<file path="src/rtl/assert_macros.svh">
// ----------------------------------------------------------------------------
// assert_macros.svh
// Assertion shorthands shared by the column timer RTL.
// ----------------------------------------------------------------------------
`ifndef ASSERT_MACROS_SVH
`define ASSERT_MACROS_SVH

// Same-cycle implication, disabled while reset is asserted
`define ASSERT_SAME(label, clk, rst_n, ante, cons, msg) \
	label: assert property (@(posedge clk) disable iff (!rst_n) (ante) |-> (cons)) \
		else $error(msg);

// Next-cycle implication, disabled while reset is asserted
`define ASSERT_NEXT(label, clk, rst_n, ante, cons, msg) \
	label: assert property (@(posedge clk) disable iff (!rst_n) (ante) |=> (cons)) \
		else $error(msg);

`endif

</file>
<file path="src/rtl/rlct_pkg.sv">
// ----------------------------------------------------------------------------
// rlct_pkg
// Shared types and constants of the rotating LED column timer.
// ----------------------------------------------------------------------------
package rlct_pkg;

	// Register map (index = byte address / 8)
	localparam int          ADDR_W          = 5;
	localparam int          DATA_W          = 64;
	localparam logic [1:0]  REG_DRAW_CENTER = 2'd0;
	localparam logic [1:0]  REG_PIXEL_SPAN  = 2'd1;
	localparam logic [1:0]  REG_GLYPH       = 2'd2;

	// Field widths
	localparam int CENTER_W = 12;
	localparam int SPAN_W   = 9;
	localparam int TIME_W   = 32;
	localparam int IDX_W    = 3;
	localparam int LED_W    = 8;

	// Register reset values
	localparam logic [CENTER_W-1:0] CENTER_RESET = 12'd1800;
	localparam logic [SPAN_W-1:0]   SPAN_RESET   = 9'd50;
	localparam logic [DATA_W-1:0]   GLYPH_RESET  = 64'h0000_C366_3C66_C300;

	// Angle arithmetic
	localparam logic [TIME_W-1:0]   TENTHS_PER_REV = 32'd3600;
	localparam int                  POS_W          = 15;
	localparam logic [POS_W-1:0]    POS_MAX        = 15'd3599;

	// Divider: two quotient bits per step
	localparam int DIV_STEPS = 16;
	localparam int CNT_W     = 4;

	// Parameter defaults
	localparam int COLUMNS_DEF = 8;
	localparam int LEDS_DEF    = 8;

	// Controller states, one-hot
	typedef enum logic [5:0] {
		ST_IDLE  = 6'b000001,
		ST_DIV   = 6'b000010,
		ST_FIN   = 6'b000100,
		ST_MOD   = 6'b001000,
		ST_CHECK = 6'b010000,
		ST_EMIT  = 6'b100000
	} state_t;

	// Controller to datapath
	typedef struct packed {
		logic load;      // capture item, start first division
		logic step;      // advance divider by one step
		logic set_tpt;   // store quotient as time per tenth
		logic load_mod;  // start reduction of quotient modulo 3600
		logic check;     // compare angle with column positions
		logic emit;      // load output register
	} cmd_t;

	// Datapath to controller
	typedef struct packed {
		logic tpt_zero;
		logic div_last;
		logic is_edge;
		logic hit;
		logic out_free;
	} status_t;

endpackage

</file>
<file path="src/rtl/rotating_led_column_timer_top.sv">
// ----------------------------------------------------------------------------
// rotating_led_column_timer_top
// Column timer for a rotating LED bar: period measurement, angle estimate
// and glyph column selection.
// ----------------------------------------------------------------------------
// Usage:
//   Input channel (in_valid/in_ready, kind, timestamp): kind 1 is the
//   once-per-revolution sensor edge, kind 0 a position poll. Output channel
//   (out_valid/out_ready, led_column, column_index) carries the glyph byte of
//   a column the bar has just crossed; a poll gives zero or one transfer.
//   The configuration port writes draw center, pixel span and glyph at byte
//   addresses 0, 8 and 16; the user is to write it only while the block is
//   idle, which the block itself does not enforce. Timing: one item at a time
//   through a shared 2-bit-per-cycle divider. An edge runs capture, 16 divider
//   steps and commit. A poll runs 16 steps for elapsed/time-per-tenth,
//   16 steps for the modulo 3600 reduction, then compare and output load.
//   A poll before the period is known is taken and dropped.
//   Reset clears the edge time, the period and the previous angle; registers
//   return to their defaults. A stalled receiver holds the result in the
//   output register; the block keeps taking items and waits only when a new
//   result is ready while the previous one is still untaken.
// ----------------------------------------------------------------------------
module rotating_led_column_timer_top #(
	parameter int COLUMNS = rlct_pkg::COLUMNS_DEF,
	parameter int LEDS    = rlct_pkg::LEDS_DEF
) (
	input  logic                         clk,
	input  logic                         arst_n,
	input  logic                         psel,
	input  logic                         penable,
	input  logic                         pwrite,
	input  logic [rlct_pkg::ADDR_W-1:0]  paddr,
	input  logic [rlct_pkg::DATA_W-1:0]  pwdata,
	output logic [rlct_pkg::DATA_W-1:0]  prdata,
	output logic                         pready,
	input  logic                         in_valid,
	output logic                         in_ready,
	input  logic                         kind,
	input  logic [rlct_pkg::TIME_W-1:0]  timestamp,
	output logic                         out_valid,
	input  logic                         out_ready,
	output logic [rlct_pkg::LED_W-1:0]   led_column,
	output logic [rlct_pkg::IDX_W-1:0]   column_index
);

	logic [rlct_pkg::CENTER_W-1:0] draw_center;
	logic [rlct_pkg::SPAN_W-1:0]   pixel_span;
	logic [rlct_pkg::DATA_W-1:0]   glyph_columns;
	rlct_pkg::cmd_t                cmd;
	rlct_pkg::status_t             status;

	rlct_regs u_regs (
		.clk           (clk),
		.arst_n        (arst_n),
		.psel          (psel),
		.penable       (penable),
		.pwrite        (pwrite),
		.paddr         (paddr),
		.pwdata        (pwdata),
		.prdata        (prdata),
		.pready        (pready),
		.draw_center   (draw_center),
		.pixel_span    (pixel_span),
		.glyph_columns (glyph_columns)
	);

	rlct_ctrl u_ctrl (
		.clk      (clk),
		.arst_n   (arst_n),
		.in_valid (in_valid),
		.kind     (kind),
		.in_ready (in_ready),
		.cmd      (cmd),
		.status   (status)
	);

	rlct_dp #(
		.COLUMNS (COLUMNS),
		.LEDS    (LEDS)
	) u_dp (
		.clk           (clk),
		.arst_n        (arst_n),
		.cmd           (cmd),
		.status        (status),
		.kind          (kind),
		.timestamp     (timestamp),
		.draw_center   (draw_center),
		.pixel_span    (pixel_span),
		.glyph_columns (glyph_columns),
		.out_ready     (out_ready),
		.out_valid     (out_valid),
		.led_column    (led_column),
		.column_index  (column_index)
	);

endmodule

</file>
<file path="src/rtl/rlct_regs.sv">
// ----------------------------------------------------------------------------
// rlct_regs
// APB-style configuration registers: draw center, pixel span, glyph.
// ----------------------------------------------------------------------------
module rlct_regs (
	input  logic                          clk,
	input  logic                          arst_n,
	input  logic                          psel,
	input  logic                          penable,
	input  logic                          pwrite,
	input  logic [rlct_pkg::ADDR_W-1:0]   paddr,
	input  logic [rlct_pkg::DATA_W-1:0]   pwdata,
	output logic [rlct_pkg::DATA_W-1:0]   prdata,
	output logic                          pready,
	output logic [rlct_pkg::CENTER_W-1:0] draw_center,
	output logic [rlct_pkg::SPAN_W-1:0]   pixel_span,
	output logic [rlct_pkg::DATA_W-1:0]   glyph_columns
);

	logic [rlct_pkg::CENTER_W-1:0] draw_center_q;
	logic [rlct_pkg::SPAN_W-1:0]   pixel_span_q;
	logic [rlct_pkg::DATA_W-1:0]   glyph_q;
	logic                          wr_en;
	logic [1:0]                    reg_idx;

	assign pready  = 1'b1;
	assign wr_en   = psel && penable && pwrite;
	assign reg_idx = paddr[4:3];

	// Write on the access cycle; unknown indexes drop
	always_ff @(posedge clk or negedge arst_n) begin
		if (!arst_n) begin
			draw_center_q <= rlct_pkg::CENTER_RESET;
			pixel_span_q  <= rlct_pkg::SPAN_RESET;
			glyph_q       <= rlct_pkg::GLYPH_RESET;
		end else if (wr_en) begin
			case (reg_idx)
				rlct_pkg::REG_DRAW_CENTER: draw_center_q <= pwdata[rlct_pkg::CENTER_W-1:0];
				rlct_pkg::REG_PIXEL_SPAN:  pixel_span_q  <= pwdata[rlct_pkg::SPAN_W-1:0];
				rlct_pkg::REG_GLYPH:       glyph_q       <= pwdata;
				default: ;
			endcase
		end
	end

	// Read back
	always_comb begin
		case (reg_idx)
			rlct_pkg::REG_DRAW_CENTER: prdata = {52'd0, draw_center_q};
			rlct_pkg::REG_PIXEL_SPAN:  prdata = {55'd0, pixel_span_q};
			rlct_pkg::REG_GLYPH:       prdata = glyph_q;
			default:                   prdata = '0;
		endcase
	end

	assign draw_center   = draw_center_q;
	assign pixel_span    = pixel_span_q;
	assign glyph_columns = glyph_q;

endmodule

</file>
<file path="src/rtl/rlct_dp.sv">
// ----------------------------------------------------------------------------
// rlct_dp
// Datapath: revolution state, shared radix-4 divider, column compare and
// output register.
// ----------------------------------------------------------------------------
`include "assert_macros.svh"

module rlct_dp #(
	parameter int COLUMNS = rlct_pkg::COLUMNS_DEF,
	parameter int LEDS    = rlct_pkg::LEDS_DEF
) (
	input  logic                          clk,
	input  logic                          arst_n,
	input  rlct_pkg::cmd_t                cmd,
	output rlct_pkg::status_t             status,
	input  logic                          kind,
	input  logic [rlct_pkg::TIME_W-1:0]   timestamp,
	input  logic [rlct_pkg::CENTER_W-1:0] draw_center,
	input  logic [rlct_pkg::SPAN_W-1:0]   pixel_span,
	input  logic [rlct_pkg::DATA_W-1:0]   glyph_columns,
	input  logic                          out_ready,
	output logic                          out_valid,
	output logic [rlct_pkg::LED_W-1:0]    led_column,
	output logic [rlct_pkg::IDX_W-1:0]    column_index
);

	localparam int                       HALF_COLS = (COLUMNS - 1) / 2;
	localparam logic [rlct_pkg::LED_W-1:0] LED_MASK = 8'((1 << LEDS) - 1);
	localparam int                       TW = rlct_pkg::TIME_W;
	localparam int                       PW = rlct_pkg::POS_W;

	// Revolution state
	logic [TW-1:0]                     last_edge_q;
	logic [TW-1:0]                     tpt_q;
	logic [rlct_pkg::CENTER_W-1:0]     prev_angle_q;
	logic                              is_edge_q;

	// Divider
	logic [TW:0]                       rem_q;
	logic [TW-1:0]                     quo_q;
	logic [TW-1:0]                     dvs_q;
	logic [rlct_pkg::CNT_W-1:0]        cnt_q;
	logic [2*TW:0]                     step_res;
	logic [TW-1:0]                     delta;

	// Column compare
	logic [PW-1:0]                     base;
	logic [PW-1:0]                     span_x;
	logic [PW-1:0]                     pos;
	logic [PW-1:0]                     angle_x;
	logic [PW-1:0]                     prev_x;
	logic                              found;
	logic [rlct_pkg::IDX_W-1:0]        found_idx;
	logic                              hit_q;
	logic [rlct_pkg::IDX_W-1:0]        idx_q;

	// Output register
	logic                              out_valid_q;
	logic [rlct_pkg::LED_W-1:0]        led_q;
	logic [rlct_pkg::IDX_W-1:0]        col_q;

	// Two restoring division steps; remainder always stays below divisor
	function automatic logic [2*TW:0] div_step(
		input logic [TW:0]   rem,
		input logic [TW-1:0] quo,
		input logic [TW-1:0] dvs
	);
		logic [TW:0]   r;
		logic [TW-1:0] q;
		r = rem;
		q = quo;
		for (int k = 0; k < 2; k++) begin
			r = {r[TW-1:0], q[TW-1]};
			q = {q[TW-2:0], 1'b0};
			if (r >= {1'b0, dvs}) begin
				r = r - {1'b0, dvs};
				q[0] = 1'b1;
			end
		end
		return {r, q};
	endfunction

	assign delta    = timestamp - last_edge_q;
	assign step_res = div_step(rem_q, quo_q, dvs_q);

	// Divider registers
	always_ff @(posedge clk) begin
		if (cmd.load) begin
			rem_q <= '0;
			quo_q <= delta;
			dvs_q <= kind ? rlct_pkg::TENTHS_PER_REV : tpt_q;
		end else if (cmd.load_mod) begin
			rem_q <= '0;
			dvs_q <= rlct_pkg::TENTHS_PER_REV;
		end else if (cmd.step) begin
			rem_q <= step_res[2*TW:TW];
			quo_q <= step_res[TW-1:0];
		end
	end

	// Step counter and item kind
	always_ff @(posedge clk or negedge arst_n) begin
		if (!arst_n) begin
			cnt_q     <= '0;
			is_edge_q <= 1'b0;
		end else begin
			if (cmd.load) begin
				is_edge_q <= kind;
			end
			if (cmd.load || cmd.load_mod) begin
				cnt_q <= '0;
			end else if (cmd.step) begin
				cnt_q <= cnt_q + 1'b1;
			end
		end
	end

	// Revolution state: edge time, time per tenth, previous angle
	always_ff @(posedge clk or negedge arst_n) begin
		if (!arst_n) begin
			last_edge_q  <= '0;
			tpt_q        <= '0;
			prev_angle_q <= '0;
		end else begin
			if (cmd.load && kind) begin
				last_edge_q <= timestamp;
			end
			if (cmd.set_tpt) begin
				tpt_q <= quo_q;
			end
			if (cmd.check) begin
				prev_angle_q <= rem_q[rlct_pkg::CENTER_W-1:0];
			end
		end
	end

	// Column positions around the draw center; lowest crossed column wins
	assign span_x  = PW'(pixel_span);
	assign base    = PW'(draw_center) - PW'(pixel_span[rlct_pkg::SPAN_W-1:1])
		- PW'(HALF_COLS) * span_x;
	assign angle_x = PW'(rem_q[rlct_pkg::CENTER_W-1:0]);
	assign prev_x  = PW'(prev_angle_q);

	always_comb begin
		found     = 1'b0;
		found_idx = '0;
		pos       = '0;
		for (int i = COLUMNS - 1; i >= 0; i--) begin
			pos = base + PW'(i) * span_x;
			if (!pos[PW-1] && pos <= rlct_pkg::POS_MAX
					&& prev_x < pos && angle_x > pos) begin
				found     = 1'b1;
				found_idx = rlct_pkg::IDX_W'(i);
			end
		end
	end

	// Hold compare result until the output slot frees
	always_ff @(posedge clk or negedge arst_n) begin
		if (!arst_n) begin
			hit_q <= 1'b0;
		end else if (cmd.check) begin
			hit_q <= found;
		end
	end

	always_ff @(posedge clk) begin
		if (cmd.check) begin
			idx_q <= found_idx;
		end
	end

	// Output register
	always_ff @(posedge clk or negedge arst_n) begin
		if (!arst_n) begin
			out_valid_q <= 1'b0;
		end else if (cmd.emit) begin
			out_valid_q <= 1'b1;
		end else if (out_ready) begin
			out_valid_q <= 1'b0;
		end
	end

	always_ff @(posedge clk) begin
		if (cmd.emit) begin
			led_q <= glyph_columns[idx_q*rlct_pkg::LED_W +: rlct_pkg::LED_W] & LED_MASK;
			col_q <= idx_q;
		end
	end

	assign out_valid    = out_valid_q;
	assign led_column   = led_q;
	assign column_index = col_q;

	assign status.tpt_zero = (tpt_q == '0);
	assign status.div_last = (cnt_q == rlct_pkg::CNT_W'(rlct_pkg::DIV_STEPS - 1));
	assign status.is_edge  = is_edge_q;
	assign status.hit      = hit_q;
	assign status.out_free = !out_valid_q || out_ready;

	`ASSERT_SAME(a_dvs_nonzero, clk, arst_n, cmd.step, dvs_q != '0,
		"divider runs with zero divisor")
	`ASSERT_SAME(a_rem_below, clk, arst_n, cmd.step, rem_q < (TW + 1)'(dvs_q),
		"divider remainder not below divisor")
	`ASSERT_SAME(a_emit_hit, clk, arst_n, cmd.emit, hit_q && status.out_free,
		"emit without a crossed column or free slot")

endmodule

</file>
<file path="src/rtl/rlct_ctrl.sv">
// ----------------------------------------------------------------------------
// rlct_ctrl
// Controller: sequences capture, period/angle division, modulo reduction,
// column compare and result hand-off.
// ----------------------------------------------------------------------------
`include "assert_macros.svh"

module rlct_ctrl (
	input  logic                clk,
	input  logic                arst_n,
	input  logic                in_valid,
	input  logic                kind,
	output logic                in_ready,
	output rlct_pkg::cmd_t      cmd,
	input  rlct_pkg::status_t   status
);

	rlct_pkg::state_t state_q;
	rlct_pkg::state_t state_d;

	// Next state and commands
	always_comb begin
		state_d  = state_q;
		cmd      = '0;
		in_ready = 1'b0;
		case (state_q)
			rlct_pkg::ST_IDLE: begin
				in_ready = 1'b1;
				// drop polls before the period is known
				if (in_valid && (kind || !status.tpt_zero)) begin
					cmd.load = 1'b1;
					state_d  = rlct_pkg::ST_DIV;
				end
			end
			rlct_pkg::ST_DIV: begin
				cmd.step = 1'b1;
				if (status.div_last) begin
					state_d = rlct_pkg::ST_FIN;
				end
			end
			rlct_pkg::ST_FIN: begin
				if (status.is_edge) begin
					cmd.set_tpt = 1'b1;
					state_d     = rlct_pkg::ST_IDLE;
				end else begin
					cmd.load_mod = 1'b1;
					state_d      = rlct_pkg::ST_MOD;
				end
			end
			rlct_pkg::ST_MOD: begin
				cmd.step = 1'b1;
				if (status.div_last) begin
					state_d = rlct_pkg::ST_CHECK;
				end
			end
			rlct_pkg::ST_CHECK: begin
				cmd.check = 1'b1;
				state_d   = rlct_pkg::ST_EMIT;
			end
			rlct_pkg::ST_EMIT: begin
				if (!status.hit) begin
					state_d = rlct_pkg::ST_IDLE;
				end else if (status.out_free) begin
					cmd.emit = 1'b1;
					state_d  = rlct_pkg::ST_IDLE;
				end
			end
			default: begin
				state_d = rlct_pkg::ST_IDLE;
			end
		endcase
	end

	always_ff @(posedge clk or negedge arst_n) begin
		if (!arst_n) begin
			state_q <= rlct_pkg::ST_IDLE;
		end else begin
			state_q <= state_d;
		end
	end

	`ASSERT_NEXT(a_div_to_fin, clk, arst_n,
		state_q == rlct_pkg::ST_DIV && status.div_last, state_q == rlct_pkg::ST_FIN,
		"division did not finish after last step")

endmodule
</file>
<file path="config.mk">
export PLATFORM = sky130hd
export DESIGN_NAME = rotating_led_column_timer_top
export DESIGN_NICKNAME = d
export VERILOG_FILES = /design/src/rtl/rlct_pkg.sv /design/src/rtl/rotating_led_column_timer_top.sv /design/src/rtl/rlct_regs.sv /design/src/rtl/rlct_dp.sv /design/src/rtl/rlct_ctrl.sv
export VERILOG_INCLUDE_DIRS = /design/src /design/src/rtl
export SDC_FILE = /design/constraint.sdc
export NUM_CORES = 1
export LEC_CHECK = 0
export BUFFER_PORTS_ARGS = -buffer_cell sky130_fd_sc_hd__buf_2
export CELL_PAD_IN_SITES_DETAIL_PLACEMENT = 0
export CELL_PAD_IN_SITES_GLOBAL_PLACEMENT = 1
export CORE_ASPECT_RATIO = 0.6
export CORE_MARGIN = 5
export CORE_UTILIZATION = 48
export CTS_CLUSTER_SIZE = 28
export DETAILED_ROUTE_END_ITERATION = 6
export PLACE_DENSITY_LB_ADDON = 0.05
export SLEW_MARGIN = 10
export SYNTH_ARGS = -nofsm -noshare
export SYNTH_HDL_FRONTEND = slang
export SYNTH_SLANG_ARGS = --single-unit
</file>
<file path="constraint.sdc">
create_clock -name clk -period 17.2 [get_ports clk]
set_input_delay 1.72 -clock clk [delete_from_list [all_inputs] [get_ports clk]]
set_output_delay 1.72 -clock clk [all_outputs]
set_load 0.1 [all_outputs]
</file>
==> impl_metrics.tcl <==
set metrics [dict create \
    outcome "complete, but fails checks" \
    violations "design-rule violations" \
    avgSynthCellArea_sq_um 9.23 \
    wl_met3_mm 8.65 \
    viasPerCell 5.98 \
    final.min_clock_period_ns 9.71 \
    place_area_sq_um 28600 \
    ys.flop_type "dfrtp_1" \
    rsz0062_at_grt "false" \
    grtUsageTotal_pct 27.9 \
    syn_nets 3394 \
    cap_violations 0 \
    wl_per_cell_um 22.4 \
    cpPeakStageDelay_ns 0.77 \
    drtIter0Drc 2185 \
    grt_start_max_net_pins 75 \
    startpoint_type "flop" \
    cp.arrival_ns 10.04 \
    initial_core_util_pct 48.9 \
    root_buffer "clkbuf_16" \
    htreeDepth 1 \
    dieArea_sq_um 60500 \
    cts_hold_buf 0 \
    yosysTopAreaCell "ha_1" \
    skew_ns 0.0529 \
    final_cells 3848 \
    io_buffer_count 182 \
    whs_path_depth 2 \
    routed_wl_mm 86.0 \
    path_clk_slew_ns 0.07 \
    wl_met1_mm 45.0 \
    cts_tree "built" \
    layout-drive-gt1-share_pct 17.0 \
    ff2ff_path_depth 29 \
    slew_violations 0 \
    grt_overflow 0 \
    netlist_instances 2891 \
    cp-end-kind "flop" \
    yosysSeqAreaShare_pct 27.6 \
    worst_pin_slew_ns 1.38 \
    post-cts-setup-buffer-count 0 \
    post-synth-top-count-cell "ha_1" \
    gp_congestion 1.02 \
    grt_pass1_wl_mm 131 \
    antenna_found_initial 3 \
    setup_viol 0 \
    core_area_sq_um 54600 \
    fin_crit_sh_pct 56.5 \
    io_pins 187 \
    syn_area_sq_um 26700 \
    grt_pass1_vias 21900 \
    place_inst 3790 \
    async_reset_ff_share_pct 61.3 \
    drt_pass1_iterations 7 \
    synth_edf_count 78 \
    reg2reg_from "u_regs.pixel_span[1]" \
    dr_wl_met2_mm 31.6 \
    ys_types 103 \
    hold_violations 0 \
    ys_ff_latch 284 \
    cts_max_path_buffers 3 \
    slew_headroom_pct 7.93 \
    clock.fmax_mhz 103 \
    num_rows 66 \
    clkLatencyLatePin_ns 0.63 \
    tns_ns 0 \
    reg2reg_slack_ns 7.49 \
    ys_top_cells_by_count "373 x ha_1, 229 x nand2_1, 211 x o21ai_0" \
    yosysTopAreaCellShare_pct 17.5 \
    area_delta_synth_final_pct 11.3 \
    nNetsFinal 3578 \
    r2r-end "u_dp.idx_q[1]" \
    worst_path_most_repeated_cell "inv_1" \
    dp_hpwl_mm 68.1 \
    cts_resized 0 \
    ys_warn_count 0 \
    hold_start "u_dp.rem_q[31]" \
    numCtsBuffers 30 \
    critPathMaxFanout 16 \
    die_w_um 314 \
    dieHeight_um 193 \
    clock-sinks 284 \
    hp-class "flop to flop" \
    vias 23000 \
    final_area_sq_um 29700 \
    highest_layer "met5" \
    ys_top_cells_by_area "ha_1 17%, dfrtp_1 14%, edfxtp_1 8.8%, mux2_2 6.5%, o21ai_0 4.0%" \
    ant_nets 0 \
    worst_path_max_delay_cell "dfstp_2" \
    drc_errors 2 \
    required_ns 17.53 \
    path_class "flop to flop" \
    holdPathEnd "u_dp.rem_q[31]" \
]
[per-layer routing]
layer	track usage (%)	vias to the layer above
met2	35.8	870
met1	46.4	11100
li1	-	11000
met5	0	-
met4	3.19	4
met3	7.41	71
[kinds of logic (layout without fill, tap and decap cells)]
group / count (synthesis) / count (layout) / synth area share (%)
and+or+nand+nor: 770 / 770 / 14.8
DFF: 284 / 284 / 27.6
muxes: 218 / 218 / 9.65
xor gates and xnor gates: 180 / 180 / 6.04
other: 1 / 2 / 0.0141
buffers and inverters: 261 / 469 / 3.78
adders and majority gates: 398 / 398 / 19.2
AOI/OAI and AO/OA: 779 / 779 / 18.9
[state kept, by name, indices dropped and copies added (netlist names)]
register / cells
u_dp.rem_q: 32
u_dp.prev_angle_q: 12
u_dp.out_valid: 1
u_dp.dvs_q: 32
u_dp.last_edge_q: 32
u_dp.tpt_q: 32
u_regs.glyph_columns: 64
u_dp.column_index: 3
u_dp.cnt_q: 4
u_dp.is_edge_q: 1
u_dp.quo_q: 32
u_ctrl.state_q: 6
u_dp.idx_q: 3
u_dp.hit_q: 1
u_regs.draw_center: 12
u_dp.led_column: 8
u_regs.pixel_span: 9
[per-stage QoR]
stage          setup slack (ns)  hold WS (ns)  util, %
2_1_floorplan             10.08         0.424        -
3_3_place_gp               7.77         0.471     52.4
3_5_place_dp               7.75         0.474     52.4
4_1_cts                    7.68         0.485     54.3
5_1_grt                    7.15         0.512     54.4
6_report                   7.49         0.485     54.4
[cell type report]
type / count / area (sq um)
fill: 4926 / 24900
multi-input combinational: 2346 / 18400
sequential: 284 / 7370
timing repair buffer: 222 / 1240
tap: 748 / 936
clock buffer: 41 / 865
inverter: 191 / 719
clock inverter: 15 / 200
antenna: 1 / 2.50
[critical path: cells and delay by family (launching register included)]
| family | cells | cell delay [ns] |
|---|---|---|
| XOR/XNOR | 3 | 0.82 |
| AND/OR/NAND/NOR | 7 | 1.50 |
| flip-flops | 1 | 0.77 |
| buffers and inverters | 5 | 1.40 |
| AO/OA/AOI/OAI | 10 | 3.34 |
| adder cells (fa/ha/maj) | 4 | 1.55 |
[worst max path at each step]
stage                    startpoint       endpoint  depth (start not counted)  slack, ns
3_5_place_dp   u_regs.pixel_span[1]  u_dp.idx_q[1]                         29       7.75
3_3_place_gp   u_regs.pixel_span[1]  u_dp.idx_q[1]                         29       7.77
5_1_grt        u_regs.pixel_span[1]  u_dp.idx_q[1]                         29       7.15
6_report       u_regs.pixel_span[1]  u_dp.idx_q[1]                         29       7.49
2_1_floorplan  u_regs.pixel_span[1]  u_dp.idx_q[1]                         30      10.08
4_1_cts        u_regs.pixel_span[1]  u_dp.idx_q[1]                         29       7.68
[layout by cell type, fill, tap and decap left out, drive strengths merged, types with 55 or more instances in the layout]
| cell | instances |
|---|---|
| a21o | 82 |
| a21oi | 192 |
| and2 | 87 |
| buf | 222 |
| dfrtp | 146 |
| edfxtp | 78 |
| ha | 373 |
| inv | 193 |
| mux2 | 153 |
| nand2 | 230 |
| nand3 | 55 |
| nor2 | 120 |
| o21a | 75 |
| o21ai | 215 |
| xnor2 | 105 |
| xor2 | 73 |
Power is not shown: default switching activity piles up to over one toggle a cycle in this logic, so the estimate is an artifact.
